`src/rtl/spvg_pkg.sv`:
```
// Package for the star polygon vertex generator: constants, types, CORDIC table.
// No dependencies.
`timescale 1ns / 1ps
package spvg_pkg;

	localparam int MAX_POINTS        = 32;
	localparam int CORDIC_ITERATIONS = 16;
	localparam int TABLE_LEN         = 24;
	localparam int NUM_ITER = (CORDIC_ITERATIONS < TABLE_LEN) ? CORDIC_ITERATIONS : TABLE_LEN;
	localparam int ITER_W   = $clog2(NUM_ITER + 1);
	localparam int PTS_W    = 6;
	localparam int VNUM_W   = 6;
	localparam int RATIO_W  = 16;
	localparam int CFG_W    = 16;

	localparam logic [PTS_W-1:0]   MIN_PTS    = 6'd3;
	localparam logic [PTS_W-1:0]   MAX_PTS    = PTS_W'(MAX_POINTS);
	localparam logic [RATIO_W-1:0] RATIO_LOW  = 16'd6554;
	localparam logic [RATIO_W-1:0] RATIO_HIGH = 16'd58982;
	localparam logic [PTS_W-1:0]   PTS_RESET  = 6'd5;
	localparam logic [RATIO_W-1:0] RATIO_RESET = 16'd32768;

	localparam logic [34:0] GAIN_INV = 35'd652032874;

	typedef enum logic {
		REG_STAR_POINTS = 1'b0,
		REG_INNER_RATIO = 1'b1
	} cfg_index_t;

	typedef enum logic [3:0] {
		ST_IDLE, ST_INNER, ST_ANGLE_DIV, ST_CORDIC, ST_MUL_X, ST_MUL_Y,
		ST_SUM, ST_OUT
	} state_t;

	typedef struct packed {
		logic load;      // capture input item
		logic inner_mul; // inner radius product
		logic div_start; // start angle divider for current vertex
		logic div_step;
		logic cord_start;
		logic cord_step;
		logic mul_x;
		logic mul_y;
		logic sum;
		logic next_vertex;
	} cmd_t;

	typedef struct packed {
		logic div_done;
		logic cord_done;
		logic last;
	} sts_t;

	function automatic logic [31:0] atan_lut(input logic [4:0] k);
		logic [31:0] r;
		case (k)
			5'd0:  r = 32'h20000000; 5'd1:  r = 32'h12E4051E;
			5'd2:  r = 32'h09FB385B; 5'd3:  r = 32'h051111D4;
			5'd4:  r = 32'h028B0D43; 5'd5:  r = 32'h0145D7E1;
			5'd6:  r = 32'h00A2F61E; 5'd7:  r = 32'h00517C55;
			5'd8:  r = 32'h0028BE53; 5'd9:  r = 32'h00145F2F;
			5'd10: r = 32'h000A2F98; 5'd11: r = 32'h000517CC;
			5'd12: r = 32'h00028BE6; 5'd13: r = 32'h000145F3;
			5'd14: r = 32'h0000A2FA; 5'd15: r = 32'h0000517D;
			5'd16: r = 32'h000028BE; 5'd17: r = 32'h0000145F;
			5'd18: r = 32'h00000A30; 5'd19: r = 32'h00000518;
			5'd20: r = 32'h0000028C; 5'd21: r = 32'h00000146;
			5'd22: r = 32'h000000A3; 5'd23: r = 32'h00000051;
			default: r = 32'h0;
		endcase
		return r;
	endfunction

endpackage

```
`src/rtl/spvg_ctrl.sv`:
```
// Controller state machine: sequences per-vertex angle, CORDIC, scale and output.
// Depends on spvg_pkg.
`timescale 1ns / 1ps
module spvg_ctrl (
	input  logic            clk,
	input  logic            arst_n,
	input  logic            in_valid,
	output logic            in_ready,
	output logic            out_valid,
	input  logic            out_ready,
	input  spvg_pkg::sts_t  sts,
	output spvg_pkg::cmd_t  cmd
);
	import spvg_pkg::*;

	state_t state_q, state_d;

	always_ff @(posedge clk or negedge arst_n) begin
		if (!arst_n) state_q <= ST_IDLE;
		else state_q <= state_d;
	end

	always_comb begin
		state_d   = state_q;
		cmd       = '0;
		in_ready  = 1'b0;
		out_valid = 1'b0;
		unique case (state_q)
			ST_IDLE: begin
				in_ready = 1'b1;
				if (in_valid) begin
					cmd.load = 1'b1;
					state_d  = ST_INNER;
				end
			end
			ST_INNER: begin
				cmd.inner_mul = 1'b1;
				cmd.div_start = 1'b1;
				state_d       = ST_ANGLE_DIV;
			end
			ST_ANGLE_DIV: begin
				if (sts.div_done) begin
					cmd.cord_start = 1'b1;
					state_d        = ST_CORDIC;
				end else cmd.div_step = 1'b1;
			end
			ST_CORDIC: begin
				if (sts.cord_done) state_d = ST_MUL_X;
				else cmd.cord_step = 1'b1;
			end
			ST_MUL_X: begin
				cmd.mul_x = 1'b1;
				state_d   = ST_MUL_Y;
			end
			ST_MUL_Y: begin
				cmd.mul_y = 1'b1;
				state_d   = ST_SUM;
			end
			ST_SUM: begin
				cmd.sum = 1'b1;
				state_d = ST_OUT;
			end
			ST_OUT: begin
				out_valid = 1'b1;
				if (out_ready) begin
					if (sts.last) state_d = ST_IDLE;
					else begin
						cmd.next_vertex = 1'b1;
						cmd.div_start   = 1'b1;
						state_d         = ST_ANGLE_DIV;
					end
				end
			end
			default: state_d = ST_IDLE;
		endcase
	end
endmodule

```
`config.mk`:
```
export PLATFORM = sky130hd
export DESIGN_NAME = spvg_ctrl
export DESIGN_NICKNAME = d
export VERILOG_FILES = /design/src/rtl/spvg_pkg.sv /design/src/rtl/spvg_ctrl.sv
export SDC_FILE = /design/constraint.sdc
export NUM_CORES = 1
export LEC_CHECK = 0
export ABC_AREA = 0
export BUFFER_PORTS_ARGS = -buffer_cell sky130_fd_sc_hd__buf_2
export CAP_MARGIN = 25
export CORE_AREA = 2 2 39 41
export CTS_CLUSTER_SIZE = 8
export DETAILED_ROUTE_END_ITERATION = 16
export DIE_AREA = 0 0 41 43
export PLACE_DENSITY = 0.57
export REMOVE_ABC_BUFFERS = 1
export SLEW_MARGIN = 20
export SYNTH_ARGS = -nofsm -noshare
export SYNTH_HDL_FRONTEND = slang
export SYNTH_SLANG_ARGS = --single-unit
export TNS_END_PERCENT = 100
```
`constraint.sdc`:
```
create_clock -name clk -period 1.15 [get_ports clk]
set_input_delay 0.1725 -clock clk [delete_from_list [all_inputs] [get_ports clk]]
set_output_delay 0.1725 -clock clk [all_outputs]
set_load 0.03 [all_outputs]
```
### Word level (Yosys, flattened, before mapping)

Index checks and enable logic that the tools add are counted.

| cells by class | value |
|---|---|
| eq/ne operators | 11 |
| multiplexer cells | 23 |
| reductions and logical operators | 2 |

Operator list:

| kind | count |
|---|---|
| $pmux 4 s8 | 1 |
| $eq 4x3->1 const B | 4 |
| $mux 4 | 4 |
| $mux 1 | 15 |
| $eq 4x2->1 const B | 2 |
| $ne 2x2->1 const B | 4 |
| $eq 4x1->1 const B | 1 |
| $logic_not 4->1 | 1 |
| $mux 2 | 2 |
| $reduce_and 4->1 | 1 |
| $pmux 1 s2 | 1 |

| storage, ports and cells | value |
|---|---|
| register bits | 4 |
| input bits | 7 |
| output and inout port bits | 12 |

### Longest topological paths before layout

| logic depth | value |
|---|---|
| depth in word-level cells | 3 |
| gate-level depth with buffers | 4 |

### Least setup slack after synthesis

No wires, ideal clock.

| timing | value |
|---|---|
| kind | register to output |
| start point | register state_q[1] |
| end point | output cmd[9] in the netlist's numbering |
| arrival | 1.383 ns |
| slack | -0.405 ns |
| cell stages (with the launch flop) | 4 |
| path buffers | 1 |
| path through | dfrtp_1 buf_6 nor3_2 and2_1 |

RTL lines:

| what | line | RTL |
|---|---|---|
| start, declared | spvg_ctrl.sv:16 | `state_t state_q, state_d;` |
| start signal, assigned | spvg_ctrl.sv:20 | `else state_q <= state_d;` |
| end, declared | spvg_ctrl.sv:12 | `output spvg_pkg::cmd_t cmd` |

==> results.toml <==
[run_status]
outcome = "finished with violations"
violations = "setup timing"

[global_route]
first_global_vias = 319
antenna_found_initial = 0
grt_pass1_wl_um = 1324
grt.total_usage_pct = 11.68
overflow = 0
grt_max_degree = 7

[worst_setup_path]
worst_setup_path_start_kind = "flip-flop"
worstSetupPathType = "reg2out"
crit_arrival_ps = 1220
cp-startpoint = "state_q[0]$_DFFE_PN0P_"
path_max_fanout = 6
reg2reg_from = "state_q[2]$_DFFE_PN0P_"
crit_required_ps = 980
setup.worst_path.end_class = "primary output"

[place]
placedInstanceArea_um2 = 410.4
numPortBuffers = 18
hpwl_um = 533.8
gp_congestion = 0.7510

[synthesis]
yosys.area.top_type = "dfrtp_1"
yosys-top-cells-area = "dfrtp_1 26%, buf_6 7.9%, nor3b_1 7.9%, nor3_1 7.0%, nor2_1 5.3%"
synth_seq_area_share_pct = 26.32
postSynthCellCount = 33
syn_area_per_cell_um2 = 8.645
syn-cell-area_um2 = 285.3
ys_ff_latch = 3
yosys_warnings = 0
netlist.area_leader.share_pct = 26.32
synth_cell_types = 21

[cts]
cts_sinks = 3
cts_buffers = 3
clk_pin_slew_ps = 40
h-tree-depth = 1
cts_tree = "built"
clk_path_buf_depth = 2
cts-root-buf = "clkbuf_4"
clk_latency_ps = 240

[final_layout]
mostFrequentLayoutCells = "15 x buf_4, 10 x buf_6, 6 x buf_2"
areaGrowthSynthToFinish_pct = 126.3
largest_register_ffs = 3
post-route-util_pct = 46.65
regMostFlops = "state_q"
diodes = 0
drive_gt1_share_pct = 81.82
layout.area.seq_um2 = 78.83
multi_input_area_um2 = 251.5
nFillCells = 142
top_regs = "state_q x3"
final_area_um2 = 645.6
final_common_cell = "buf_4"
fin_nets = 74

[floorplan]
boundaryPins = 19
rows = 14
die_h_um = 43
dieWidth_um = 41
core_um2 = 1384
die_area_um2 = 1763
start_util_pct = 20.61

[timing]
final-setup-viol-count = 13
drv_slew = 0
fin_crit_ps = 1389
clock_skew_ps = 2.933
worst_pin_slew_ps = 167.2
rsz0062_at_grt = "yes"
fin_crit_sh_pct = 120.8
hold_viol = 0
finalWorstSetupSlack_ps = -239.5
max_slew_margin_pct = 88.77
fmax_ghz = 0.7197

[route]
drt_pass1_iterations = 1
ant_nets = 0
via_per_inst = 4.378
drt-initial-drc-count = 0
avgRoutedWirePerCell_um = 11.70
drc_errors = 0
drt-total-wl_um = 959
vias = 359

[power_and_ir_drop]
p_leak_uw = 0.0002983
p_per_area_nw_per_um2 = 3056
vdd_drop_max_uv = 1189
p_total_uw = 1973

[job]
drv_cap = 0

[hold_path]
worstHoldPathType = "in2reg"
hp-start = "sts[1]"
==> layout make-up <==
type,instances,area share [%]
multi-input cells,26,38.95
clock buffers,4,4.070
inverters,1,0.5814
well taps,16,3.101
flip-flops and latches,3,12.21
repair buffers,32,41.09
==> logic make-up after synthesis <==
logic type | synth area share [%]
flip-flops | 26.32
buffers and inverters | 11.84
AND/OR/NAND/NOR | 42.55
AO/OA/AOI/OAI | 19.30
==> power by group <==
part / internal (uW) / switching [uW] / leakage (uW)
Sequential: 168 / 105 / 0.0000309
Combinational: 743 / 766 / 0.000252
Clock: 130 / 60.8 / 0.0000150
==> Yosys cell counts (all sizes together) <==
| library cell | count |
|---|---|
| a21oi | 1 |
| o211a | 1 |
| nor3 | 5 |
| o22ai | 1 |
| o31ai | 1 |
| buf | 3 |
| o21ai | 2 |
| nand2b | 2 |
| and2 | 1 |
| nand3 | 2 |
| dfrtp | 3 |
| nor2 | 4 |
| a22oi | 1 |
| nand2 | 2 |
| nor3b | 3 |
| inv | 1 |
==> worst max-delay path: stages, from the launching register on <==
cell and delay [ps]:
dfrtp_2 450, buf_4 150, buf_4 130, o211a_1 110, buf_6 140
==> per-stage QoR <==
step | instances | setup WS [ps] | TNS (ps) | hold slack, ps
2_1_floorplan | 30 | -438.1 | -3345 | -123.1
3_3_place_gp | 70 | -113.1 | -742.2 | -31.16
3_5_place_dp | 70 | -136.7 | -785.0 | -32.53
4_1_cts | 81 | -228.2 | -2168 | 230.6
5_1_grt | 82 | -284.2 | -2769 | 267.0
6_report | 82 | -239.5 | -2249 | 253.3
==> worst paths after layout <==
path	end	slack, ps	cells after the start
worst max register to register	state_q[1]$_DFFE_PN0P_	-20	5
worst min-delay path	state_q[2]$_DFFE_PN0P_	250	3
worst min register to register	state_q[1]$_DFFE_PN0P_	710	3
max in group asynchronous	state_q[2]$_DFFE_PN0P_	770	2
worst max-delay path	cmd[7]	-240	4
min in group asynchronous	state_q[0]$_DFFE_PN0P_	260	2
==> what timing repair did <==
item / CTS / global route
gates cloned: 0 / 0
gates resized for setup: 32 / 9
pin swaps: 4 / 6
buffers inserted: 6 / 1
endpoints found under the hold margin: 3 / 0
hold buffers: 1 / 0
setup endpoints to repair: 14 / 15
==> layer usage <==
layer	vias up	global-route usage (%)	wire length, um
met5	-	0	0
li1	183	-	-
met3	2	3.141	33
met2	10	15.31	525
met4	0	12.00	20
met1	164	13.96	380
Power figures use the tool's default switching activity.
